[src/sv/tdp_pkg.sv]
// package for the trial division prime test block
// holds the datapath width, the candidate word type and the sequencer states
// no dependencies
package tdp_pkg;

   // width of the candidate datapath (8 to 64)
   localparam int NUM_WIDTH = 32;
   // width of the candidate port
   localparam int CAND_WIDTH = 32;
   // bit counter of the shared divider
   localparam int CNT_W = (NUM_WIDTH > 1) ? $clog2(NUM_WIDTH) : 1;

   typedef logic [NUM_WIDTH-1:0] num_type;
   typedef logic [CNT_W-1:0] cnt_type;

   typedef enum logic [1:0] {
      ST_IDLE,
      ST_DIVIDE,
      ST_CHECK
   } state_type;

endpackage

[src/sv/trial_division_prime_test_top.sv]
// trial division primality test, one candidate per item, one verdict per item
// uses tdp_pkg for the datapath width, word types and sequencer states
// 0..3 and even candidates are answered in the cycle after acceptance; otherwise the
// candidate is divided by each odd trial divisor 3, 5, 7, ... up to sqrt(n) in turn on the
// shared one bit per cycle restoring divider, with a check state after each full pass
// throughput: one item at a time, busy stays high until the verdict is issued
// the verdict strobe lasts one cycle and cannot be held off by the receiver
// reset (synchronous, active high) returns the sequencer to idle and drops the strobe
module trial_division_prime_test_top (
   input  logic                           clock,
   input  logic                           reset,
   input  logic                           start,
   output logic                           busy,
   input  logic [tdp_pkg::CAND_WIDTH-1:0] req_candidate,
   output logic                           rsp_valid,
   output logic                           rsp_is_prime
);

   tdp_pkg::state_type state_ff, state_in;
   tdp_pkg::num_type   n_ff, n_in;
   tdp_pkg::num_type   d_ff, d_in;
   tdp_pkg::num_type   rem_ff, rem_in;
   tdp_pkg::num_type   quo_ff, quo_in;
   tdp_pkg::cnt_type   cnt_ff, cnt_in;
   logic               rsp_valid_ff, rsp_valid_in;
   logic               rsp_is_prime_ff, rsp_is_prime_in;

   tdp_pkg::num_type          cand;
   logic [tdp_pkg::NUM_WIDTH:0] trial;
   logic [tdp_pkg::NUM_WIDTH:0] diff;
   logic                      accept;

   assign cand   = tdp_pkg::num_type'(req_candidate);
   assign busy   = (state_ff != tdp_pkg::ST_IDLE);
   assign accept = start && !busy;

   // shared divider step: shift in next dividend bit, try to subtract divisor
   assign trial = {rem_ff, quo_ff[tdp_pkg::NUM_WIDTH-1]};
   assign diff  = trial - {1'b0, d_ff};

   always_ff @(posedge clock) begin
      if (reset) begin
         state_ff     <= tdp_pkg::ST_IDLE;
         rsp_valid_ff <= 1'b0;
         cnt_ff       <= '0;
      end else begin
         state_ff     <= state_in;
         rsp_valid_ff <= rsp_valid_in;
         cnt_ff       <= cnt_in;
      end
   end

   always_ff @(posedge clock) begin
      n_ff            <= n_in;
      d_ff            <= d_in;
      rem_ff          <= rem_in;
      quo_ff          <= quo_in;
      rsp_is_prime_ff <= rsp_is_prime_in;
   end

   always_comb begin
      state_in        = state_ff;
      n_in            = n_ff;
      d_in            = d_ff;
      rem_in          = rem_ff;
      quo_in          = quo_ff;
      cnt_in          = cnt_ff;
      rsp_valid_in    = 1'b0;
      rsp_is_prime_in = rsp_is_prime_ff;

      unique case (state_ff)
         tdp_pkg::ST_IDLE: begin
            if (start) begin
               n_in   = cand;
               d_in   = tdp_pkg::num_type'(3);
               rem_in = '0;
               quo_in = cand;
               cnt_in = '0;
               if (cand <= tdp_pkg::num_type'(1)) begin
                  rsp_valid_in    = 1'b1;
                  rsp_is_prime_in = 1'b0;
               end else if (cand <= tdp_pkg::num_type'(3)) begin
                  rsp_valid_in    = 1'b1;
                  rsp_is_prime_in = 1'b1;
               end else if (!cand[0]) begin
                  rsp_valid_in    = 1'b1;
                  rsp_is_prime_in = 1'b0;
               end else begin
                  state_in = tdp_pkg::ST_DIVIDE;
               end
            end
         end
         tdp_pkg::ST_DIVIDE: begin
            if (!diff[tdp_pkg::NUM_WIDTH]) begin
               rem_in = diff[tdp_pkg::NUM_WIDTH-1:0];
               quo_in = {quo_ff[tdp_pkg::NUM_WIDTH-2:0], 1'b1};
            end else begin
               rem_in = trial[tdp_pkg::NUM_WIDTH-1:0];
               quo_in = {quo_ff[tdp_pkg::NUM_WIDTH-2:0], 1'b0};
            end
            cnt_in = cnt_ff + tdp_pkg::cnt_type'(1);
            if (cnt_ff == tdp_pkg::cnt_type'(tdp_pkg::NUM_WIDTH - 1)) begin
               state_in = tdp_pkg::ST_CHECK;
            end
         end
         tdp_pkg::ST_CHECK: begin
            // divisor past the square root bound: no factor found
            if (d_ff > quo_ff) begin
               rsp_valid_in    = 1'b1;
               rsp_is_prime_in = 1'b1;
               state_in        = tdp_pkg::ST_IDLE;
            end else if (rem_ff == '0) begin
               rsp_valid_in    = 1'b1;
               rsp_is_prime_in = 1'b0;
               state_in        = tdp_pkg::ST_IDLE;
            end else begin
               d_in     = d_ff + tdp_pkg::num_type'(2);
               rem_in   = '0;
               quo_in   = n_ff;
               cnt_in   = '0;
               state_in = tdp_pkg::ST_DIVIDE;
            end
         end
         default: begin
            state_in = tdp_pkg::ST_IDLE;
         end
      endcase
   end

   assign rsp_valid    = rsp_valid_ff;
   assign rsp_is_prime = rsp_is_prime_ff;

   // a verdict only follows a finished check or an item settled on acceptance
   a_rsp_source: assert property (@(posedge clock) disable iff (reset)
      rsp_valid_ff |-> $past(state_ff == tdp_pkg::ST_CHECK || (start && !busy)))
      else $error("verdict without a finished check or an accepted item");

   // an accepted item either answers at once or starts dividing
   a_accept_progress: assert property (@(posedge clock) disable iff (reset)
      accept |=> (rsp_valid_ff || state_ff == tdp_pkg::ST_DIVIDE))
      else $error("accepted item neither answered nor started");

   // trial divisor stays odd and at least three while a test runs
   a_divisor_odd: assert property (@(posedge clock) disable iff (reset)
      busy |-> (d_ff[0] && d_ff >= tdp_pkg::num_type'(3)))
      else $error("trial divisor left the odd sequence");

   // the check state is entered only after a full pass of the divider
   a_check_after_div: assert property (@(posedge clock) disable iff (reset)
      (state_ff == tdp_pkg::ST_CHECK) |->
         $past(state_ff == tdp_pkg::ST_DIVIDE &&
               cnt_ff == tdp_pkg::cnt_type'(tdp_pkg::NUM_WIDTH - 1)))
      else $error("check entered before the division finished");

   // the divider remainder is always below the divisor once a pass ends
   a_rem_bound: assert property (@(posedge clock) disable iff (reset)
      (state_ff == tdp_pkg::ST_CHECK) |-> (rem_ff < d_ff))
      else $error("remainder not below divisor");

endmodule
[config.mk]
export PLATFORM = sky130hd
export DESIGN_NAME = trial_division_prime_test_top
export DESIGN_NICKNAME = d
export VERILOG_FILES = /design/src/sv/tdp_pkg.sv /design/src/sv/trial_division_prime_test_top.sv
export SDC_FILE = /design/constraint.sdc
export NUM_CORES = 1
export LEC_CHECK = 0
export BUFFER_PORTS_ARGS = -buffer_cell sky130_fd_sc_hd__clkbuf_2
export CAP_MARGIN = 20
export CORE_ASPECT_RATIO = 0.7
export CORE_UTILIZATION = 35
export CTS_CLUSTER_DIAMETER = 150
export DETAILED_ROUTE_END_ITERATION = 8
export MAX_ROUTING_LAYER = met4
export SETUP_SLACK_MARGIN = 0.2
export SLEW_MARGIN = 20
export SYNTH_ARGS = -nofsm -noshare
export SYNTH_HDL_FRONTEND = slang
export SYNTH_SLANG_ARGS = --single-unit
[constraint.sdc]
create_clock -name clock -period 6.3 [get_ports clock]
set_clock_uncertainty 0.05 [all_clocks]
set_input_delay 0.63 -clock clock [delete_from_list [all_inputs] [get_ports clock]]
set_output_delay 0.63 -clock clock [all_outputs]
set_load 0.02 [all_outputs]
Yosys cells after proc, flatten, opt, wreduce, memory -nomap -nowiden --
Cells that the tools add are included.
Storage, ports and cells: bits in registers 137, latch bits 0, memory bits (writable) 0, bits in read-only memories 0, input port bits 35, output and inout port bits 3, logic and storage cells 76, memories 0
Operators by class: $add $sub $neg 3, $mul 0, div/mod/pow operators 0, order comparisons 3, equality and inequality tests 12, shift operators 0, muxes and demuxes 40, bitwise logic cells 0, reduce and logical (&&, ||, !) cells 10
Operators with widths (count):
- 32-bit two-way mux | 10
- 32-bit case mux with 3 select lines | 2
- 32-bit case mux with 2 select lines | 1
- 33-bit by 32-bit subtractor with 33-bit output | 1
- 32-bit by 2-bit adder with 32-bit output, second input constant | 1
- 32-bit greater-than comparator | 1
- 32-bit by 1-bit less-or-equal comparator with 1-bit output, second input constant | 1
- 32-bit by 2-bit less-or-equal comparator with 1-bit output, second input constant | 1
- 32-bit zero test | 1
- 1-bit two-way mux | 15
- 5-bit two-way mux | 3
- 5-bit case mux with 3 select lines | 1
- 2-bit != test, second input constant | 7
- 4-bit AND reduction | 3
- 2-bit two-way mux | 5
- 2-bit case mux with 3 select lines | 1
- 5-bit by 1-bit adder with 5-bit output, second input constant | 1
- 5-bit == test, second input constant | 1
- 5-bit AND reduction | 1
- 4-bit != test, second input constant | 1
- 1-bit case mux with 2 select lines | 2
- 2-bit nonzero test | 2
- 3-bit != test, second input constant | 1
- 3-bit nonzero test | 1
- 4 further kinds | 4

Depth between registers and ports, before layout --
Gate-level depths: netlist of the first run.
word-level depth 5, depth in mapped cells 13, mapped depth without buffers 10

Least setup slack after synthesis of the first run --
OpenSTA, ideal clock, no wires.
path kind reg-to-reg, start point register d_ff[22], end point register cnt_ff[2], setup time 0.283 ns, arrival time 4.848 ns, required time 5.967 ns, setup slack 1.119 ns, cell stages (with the launch flop) 9, buffers on the path 0, clock period less this slack 5.181 ns, cells stage by stage edfxtp_1 -> ha_1 -> and4_1 -> nor4bb_1 -> nand3_1 -> o21a_1 -> o31a_1 -> nor2_1 -> o311ai_0
On the way: longest elaborated chain between the ends 3
Ends and longest elaborated chain:
- from (decl) | RTL line trial_division_prime_test_top.sv:21 | tdp_pkg::num_type d_ff, d_in;
- from (signal assigned) | RTL line trial_division_prime_test_top.sv:55 | d_ff <= d_in;
- 32-bit greater-than comparator | RTL line trial_division_prime_test_top.sv:108 | if (d_ff > quo_ff) begin
- 2-bit != test (no source line)
- 4-bit AND reduction (no source line)
- to (signal assigned) | RTL line trial_division_prime_test_top.sv:49 | cnt_ff <= cnt_in;
- to (decl) | RTL line trial_division_prime_test_top.sv:24 | tdp_pkg::cnt_type cnt_ff, cnt_in;
Every way passes these cells. A chain may end at the register's enable or synchronous reset.

Worst setup path in the final report of the first run --
start point register d_ff[1], end point register rem_ff[5], data pin
On the way: longest elaborated chain between the ends 3
Ends and longest elaborated chain:
- 33-bit by 32-bit subtractor with 33-bit output | RTL line trial_division_prime_test_top.sv:39 | assign diff = trial - {1'b0, d_ff};
- 32-bit two-way mux | RTL line trial_division_prime_test_top.sv:94 | if (!diff[tdp_pkg::NUM_WIDTH]) begin
- 32-bit case mux with 3 select lines | RTL line trial_division_prime_test_top.sv:71 | unique case (state_ff)
- to (signal assigned) | RTL line trial_division_prime_test_top.sv:56 | rem_ff <= rem_in;
- to (decl) | RTL line trial_division_prime_test_top.sv:22 | tdp_pkg::num_type rem_ff, rem_in;
Every way passes these cells.

==> results of run 1 <==
==> flip-flops by register name (all words and copies together), names as in the netlist <==
register,cells
quo_ff,32
n_ff,32
rsp_is_prime,1
cnt_ff,5
rem_ff,32
d_ff,31
state_ff,2
rsp_valid,1
==> cell usage in the layout, fill, tap and decap left out, types with 13 or more instances in the layout <==
cell type,instances
sky130_fd_sc_hd__and2_1,30
sky130_fd_sc_hd__clkbuf_2,37
sky130_fd_sc_hd__nand4_1,13
sky130_fd_sc_hd__nand3_1,26
sky130_fd_sc_hd__nor3_1,19
sky130_fd_sc_hd__inv_1,79
sky130_fd_sc_hd__nand2b_1,14
sky130_fd_sc_hd__nor2_1,82
sky130_fd_sc_hd__xnor2_1,39
sky130_fd_sc_hd__nand2_1,53
sky130_fd_sc_hd__o21ai_0,30
sky130_fd_sc_hd__mux2i_1,21
sky130_fd_sc_hd__ha_1,67
sky130_fd_sc_hd__a21oi_1,89
sky130_fd_sc_hd__clkbuf_16,17
sky130_fd_sc_hd__nor4_1,24
sky130_fd_sc_hd__edfxtp_1,128
sky130_fd_sc_hd__a22oi_1,32
==> final cells by class <==
type	count	share of cell area, %
multi-input cells	673	45.04
inverters	79	2.939
well taps	325	4.030
flip-flops and latches	136	39.68
clock buffers	23	4.737
clock inverters	8	1.215
repair buffers	44	2.356
==> through the flow <==
stage               total power [mW]  instances  cell area (µm²)  hold slack [ns]  util, %
floorplan                      2.915        923             8967           0.4042        -
global route                   4.747       1288            10090           0.3614    40.48
detailed placement             3.385       1257             9489           0.4239    38.07
finish                         4.437       1288            10090           0.3634    40.48
global placement               3.376       1257             9489           0.4159    38.07
CTS                            4.431       1288            10090           0.3544    40.48
==> worst max-delay path: cells and delay by family (launching register included) <==
kind | cells | cell delay, ns
AO/OA/AOI/OAI | 5 | 1.93
adder cells (fa/ha/maj) | 1 | 0.49
buffers and inverters | 1 | 0.46
flip-flops | 1 | 0.47
multiplexers | 1 | 0.25
AND/OR/NAND/NOR | 2 | 0.26
==> where the power goes <==
| group | switching, mW | internal [mW] | leakage (nW) | total (mW) |
|---|---|---|---|---|
| Clock | 0.376 | 0.650 | 0.285 | 1.03 |
| Sequential | 0.173 | 1.28 | 1.35 | 1.45 |
| Combinational | 1.19 | 0.768 | 2.34 | 1.96 |
==> cell families (layout without fill, tap and decap cells) <==
logic type,count (synthesis),after routing
AOI/OAI and AO/OA,232,232
xor gates and xnor gates,48,48
adders and majority gates,70,70
buffers and inverters,114,154
DFF,136,136
muxes,23,23
and+or+nand+nor,300,300
==> routing by layer <==
| metal | vias up | routed length [µm] |
|---|---|---|
| li1 | 3465 | - |
| met1 | 3339 | 11830 |
| met2 | 231 | 8977 |
| met3 | 11 | 1730 |
| met4 | 0 | 139 |
| met5 | - | 0 |
==> worst paths after layout <==
path,endpoint,slack [ns],depth (start not counted)
setup / recovery,rem_ff[5],2.12,10
hold / removal,n_ff[22],0.36,1
setup reg to reg,rem_ff[5],2.12,10
hold reg to reg,cnt_ff[4],0.43,2
==> implementation parameters, run 1 <==
Parameter                              Value

Run status
  Run status ... finished clean

Routing
  Via density ... ~5.5
  Number of design rule violations left after detail routing ... 0
  Wire length per cell ... around 18 µm
  Number of routed nets with antenna violations ... 0
  Total via count in the routed design ... 7046
  Detailed Routing Iterations Pass 1 ... 7
  DR iter-0 viols ... about 500
  Total detailed-routing wirelength ... 22680 µm

Worst setup path
  Crit path kind ... flip-flop to flip-flop
  Largest incremental delay on the critical path ... 0.56 ns
  Critical path endpoint category ... flip-flop
  Worst-path cell chain ... fa_1, nand2b_1, a21oi_1, o2111ai_2, a211oi_1, o21a_2, o211a_1, buf_4, mux2i_1, nor2_1
  Critical Path Source Type ... flip-flop
  Timing startpoint of the critical path ... d_ff[1]
  Slowest CP cell ... sky130_fd_sc_hd__o211a_1
  CP required ... between 6 and 7 ns
  Startpoint of the most critical register-to-register path ... d_ff[1]
  CP arrival ... about 4.3 ns
  Critical-path maximum fanout ... 28

Power
  Peak supply drop ... approximately 230 µV
  Power density over the cells ... between 400 and 500 nW/µm²
  Standby leakage power ... slightly below 4 nW

GRT
  Global route total overflow ... 0
  GR Layer Usage met2 ... ~25%
  Fraction of met1 tracks used by global routing ... 27.46%
  Vias in the first global route ... 6725
  Layer with the highest usage after global routing ... met1
  Maximum number of pins on one net before global-route repair ... 70
  Global-route wire length before repair ... 37070 µm
  Overall track demand over capacity in global routing ... a little under a fifth
  Number of antenna violations at the first check in global routing ... 0
  Global-route track usage on met3 ... between 4 and 5%

Synth
  Dominant synthesized flop cell ... sky130_fd_sc_hd__edfxtp_1
  Most used standard cell by instance count after synthesis ... sky130_fd_sc_hd__edfxtp_1
  Post-synthesis net count ... between 1000 and 1500
  Share of synthesized area spent on multiplexers ... 2.595%
  Synth warnings ... 0
  Area fraction in compound gates after synthesis ... roughly 16%
  Area fraction in and, or, nand and nor cells after synthesis ... around 17%
  Cell type with the largest total area after synthesis ... sky130_fd_sc_hd__edfxtp_1
  Proportion of netlist area held by the largest area contributor ... between 40% and 50%
  Dominant combinational cell family by area after synthesis ... simple AND/OR/NAND/NOR gates
  Cells taking the most area after synthesis ... sky130_fd_sc_hd__edfxtp_1 (43%), sky130_fd_sc_hd__ha_1 (9.6%), sky130_fd_sc_hd__a21oi_1 (5.0%)
  Post-synth EDFFs ... 128
  Netlist Area Pre-Place ... about 9000 µm²
  Post-synth top cells ... sky130_fd_sc_hd__edfxtp_1 (128), sky130_fd_sc_hd__a21oi_1 (90), sky130_fd_sc_hd__nor2_1 (83), sky130_fd_sc_hd__inv_1 (79), sky130_fd_sc_hd__ha_1 (69)
  Per-instance average area after synthesis ... approximately 9.7 µm²
  Asr flop ratio synth ... 0%
  Synth cell types ... a little under 60
  Adder and majority cell fraction of the synthesized area ... roughly 9.9%
  Post-synthesis sequential area ratio ... between 40% and 50%
  Synth Register Bits ... 136
  Post-Syn Instances ... between 900 and 1000
  Xor/xnor share of the synthesized area ... about 4.7%

Layout
  Growth of design area from synthesis to finish ... 12.52%
  Nets ... around 1100
  Share of cells above drive strength 1 ... ~9%
  Multi-input logic area ... between 4000 and 5000 µm²
  Fillers ... between 2000 and 2500
  Area taken by flip-flops and latches ... roughly 4000 µm²
  Number of antenna repair diodes ... 0

Die
  Standard-cell rows ... 48
  Die Span X ... between 150 and 200 µm
  Die height ... ~140 µm
  Die Outline Area ... roughly 26000 µm²
  Effective utilization at floorplan ... between 30% and 40%
  Placeable core area ... ~25000 µm²
  IO Count ... 38

Clock tree
  Deepest level of the CTS H-tree ... 4
  Number of hold buffers added after cts ... 0
  Clock Tree Root ... sky130_fd_sc_hd__clkbuf_16
  Post-CTS setup buffers ... 0
  Clock transition at the registers of the reported paths ... approximately 0.06 ns
  Maximum buffer depth of the clock tree ... 2
  Number of clock sinks ... between 100 and 150
  Insertion delay of the later-clocked pin in the worst-skew pair ... roughly 0.43 ns
  CTS tree ... built
  Total of cells resized after clock tree synthesis ... 0
  Number of buffers created by CTS ... 17

Placed design
  Buffers added on ports ... 37
  Global placement routability congestion ... a little under 0.9
  Setup slack at placement ... about 2.2 ns
  HPWL after detailed placement ... ~16000 µm

STA
  Min Clock Period, post-route ... 4.181 ns
  Final setup violation count ... 0
  Post-route clock period utilization ... 66.37%
  Max-slew violation total from the final report ... 0
  Unrepaired setup endpoints after global routing ... no
  Post-route worst setup slack ... about 2.1 ns
  Final Hold Viols ... 0
  Achievable clock frequency ... between 0.2 and 0.25 GHz
  Sum of negative setup slack ... 0 ns
  Tightest Pin Transition ... ~1.1 ns
  Headroom to the max-slew limit ... around 29%

Hold path
  Launch instance of the worst min-delay path ... req_candidate[22]
  Hold Crit Class ... input pin to flip-flop

Run
  Count of maximum capacitance violations ... 0
Power figures use the tool's default switching activity.
==> inputs of run 2 (changes only) <==
==> constraint.sdc (replaced) <==
create_clock -name clock -period 3.53 [get_ports clock]
set_clock_uncertainty 0.05 [all_clocks]
set_input_delay 0.353 -clock clock [delete_from_list [all_inputs] [get_ports clock]]
set_output_delay 0.353 -clock clock [all_outputs]
set_load 0.02 [all_outputs]
==> implementation parameters, run 2 (same netlist as run 1, synthesis figures left out) <==
Parameter                              Value

Clock tree
  Maximum buffer depth of the clock tree ... 2
  Clock transition at the registers of the reported paths ... approximately 0.06 ns
  Number of buffers created by CTS ... 17
  Number of clock sinks ... between 100 and 150
  Number of hold buffers added after cts ... 0
  Insertion delay of the later-clocked pin in the worst-skew pair ... around 0.43 ns
  Clock Tree Root ... sky130_fd_sc_hd__clkbuf_16
  Deepest level of the CTS H-tree ... 4
  CTS tree ... built

Layout
  Commonest cells after routing, fill and taps aside ... sky130_fd_sc_hd__edfxtp_1 (128), sky130_fd_sc_hd__a21oi_1 (86), sky130_fd_sc_hd__nor2_1 (82), sky130_fd_sc_hd__inv_1 (79), sky130_fd_sc_hd__ha_1 (66)
  Number of antenna repair diodes ... 0
  Fillers ... between 2000 and 2500
  Multi-input logic area ... 4676 µm²
  Nets ... around 1100
  Area taken by flip-flops and latches ... between 4000 and 5000 µm²
  Growth of design area from synthesis to finish ... 17.55%
  Largest registers ... n_ff x32, quo_ff x32, rem_ff x32
  Share of cells above drive strength 1 ... 13.44%
  Most common cell after layout, fill and taps aside ... sky130_fd_sc_hd__edfxtp_1
  Final cell count without fillers ... 1322
  Final design instance area without fill ... approximately 11000 µm²

STA
  Unrepaired setup endpoints after global routing ... yes
  Tightest Pin Transition ... 0.7576 ns
  Final Hold Viols ... 0
  Post-route clock period utilization ... 93.47%
  Sum of negative setup slack ... 0 ns
  Headroom to the max-slew limit ... between 40 and 50%
  Min Clock Period, post-route ... ~3.3 ns
  Max-slew violation total from the final report ... 0
  Final setup violation count ... 0
  Achievable clock frequency ... approximately 0.30 GHz
  Post-route worst setup slack ... approximately 0.23 ns

Die
  Standard-cell rows ... 48
  Die Span X ... 193.3 µm
  Die height ... roughly 140 µm
  Effective utilization at floorplan ... between 30% and 40%
  Die Outline Area ... between 20000 and 30000 µm²
  Placeable core area ... approximately 25000 µm²
  IO Count ... 38

Worst setup path
  CP arrival ... 3.52 ns
  Critical Path Source Type ... flip-flop
  Setup slack of the most critical reg-to-reg path ... between 0.2 and 0.25 ns
  CP required ... approximately 3.8 ns
  Startpoint of the most critical register-to-register path ... d_ff[5]
  Cell count of the worst reg-to-reg path ... 11
  Crit path kind ... flip-flop to flip-flop
  Capturing instance or port of the critical path ... rem_ff[31]
  Worst R2R End ... rem_ff[31]
  Critical path endpoint category ... flip-flop
  Timing startpoint of the critical path ... d_ff[5]
  Critical-path maximum fanout ... 10

Hold path
  Hold Crit Class ... input pin to flip-flop
  Worst hold path cell count ... 1

GRT
  Global route total overflow ... 0
  Number of antenna violations at the first check in global routing ... 0
  Vias in the first global route ... 6879
  Global-route wire length before repair ... between 30000 and 40000 µm
  Overall track demand over capacity in global routing ... roughly a fifth
  Maximum number of pins on one net before global-route repair ... between 60 and 70

Routing
  Total detailed-routing wirelength ... approximately 24000 µm
  Via density ... 5.507
  Number of routed nets with antenna violations ... 0
  Wire length per cell ... about 18 µm
  Total via count in the routed design ... 7280
  DR iter-0 viols ... 596
  Detailed Routing Iterations Pass 1 ... 5
  Number of design rule violations left after detail routing ... 0

Placed design
  HPWL after detailed placement ... approximately 17000 µm
  Post-placement cell count ... 1275
  Global placement routability congestion ... 0.8813
  Cell area reported after detailed placement ... roughly 9600 µm²
  Setup slack at placement ... between 0.02 and 0.03 ns
  Buffers added on ports ... 37

Power
  Power density over the cells ... around 780 nW/µm²
  Peak supply drop ... approximately 470 µV
  Standby leakage power ... approximately 4.2 nW
  Total Power ... between 8 and 9 mW

Run status
  Run status ... finished clean

Run
  Count of maximum capacitance violations ... 0
## run 2: cell count changes in the layout (fill, tap and decap cells not counted), sizes merged
cell,previous run,this run
inv,79,81
clkbuf,60,57
clkinvlp,3,2
clkinv,2,7
buf,7,37
a21oi,90,91
## run 2: how the worst min path moves through the flow
stage               slack [ns]              start        end
finish                    0.08  req_candidate[16]   n_ff[16]
global route              0.07   req_candidate[8]    n_ff[8]
CTS                       0.07  req_candidate[16]   n_ff[16]
detailed placement        0.43          cnt_ff[4]  cnt_ff[4]
global placement          0.42          cnt_ff[4]  cnt_ff[4]
floorplan                 0.40   req_candidate[0]    n_ff[0]
## run 2: through the flow
step | hold WS [ns] | utilization (%)
after floorplan | 0.4019 | -
after global placement | 0.4154 | 38.71
after detailed placement | 0.4261 | 38.71
after CTS | 0.06641 | 41.23
after global routing | 0.07226 | 42.29
final | 0.07881 | 42.29
## run 2: area by class of cell
cell class,count,area share (%)
clock inverter,14,1.472
timing repair buffer,76,5.448
inverter,79,2.813
multi-input combinational,674,44.36
clock buffer,18,4.071
tap,325,3.858
sequential,136,37.98
## run 2: worst max-delay path: stages (launching register included)
cell	delay (ns)
sky130_fd_sc_hd__edfxtp_1	0.42
sky130_fd_sc_hd__inv_1	0.16
sky130_fd_sc_hd__ha_4	0.24
sky130_fd_sc_hd__a21o_1	0.21
sky130_fd_sc_hd__a211o_1	0.34
sky130_fd_sc_hd__o2111ai_4	0.31
sky130_fd_sc_hd__a211oi_4	0.12
sky130_fd_sc_hd__o21a_2	0.27
sky130_fd_sc_hd__o211a_1	0.29
sky130_fd_sc_hd__buf_4	0.20
sky130_fd_sc_hd__or3b_1	0.38
sky130_fd_sc_hd__a21oi_1	0.15
## run 2: routing by layer
metal | wire [µm] | up-vias | GRT usage, %
met3 | 1490 | 18 | 3.969
met1 | 12520 | 3490 | 28.63
li1 | - | 3541 | -
met4 | 231 | 0 | 4.178
met2 | 9443 | 231 | 26.05
met5 | 0 | - | -
## run 2: timing repair
item                       4_1_cts  5_1_grt
buffers inserted                 2       10
pin swaps                        1        3
cloned                           1        2
setup endpoints to repair       53      127
gates resized for setup          4       21
## run 2: power by group
group / switching [mW] / leakage (nW) / internal [mW] / total (mW)
Combinational: 2.29 / 2.55 / 1.58 / 3.87
Sequential: 0.297 / 1.35 / 2.28 / 2.58
Clock: 0.719 / 0.285 / 1.10 / 1.82
Total: 3.30 / 4.18 / 4.97 / 8.27
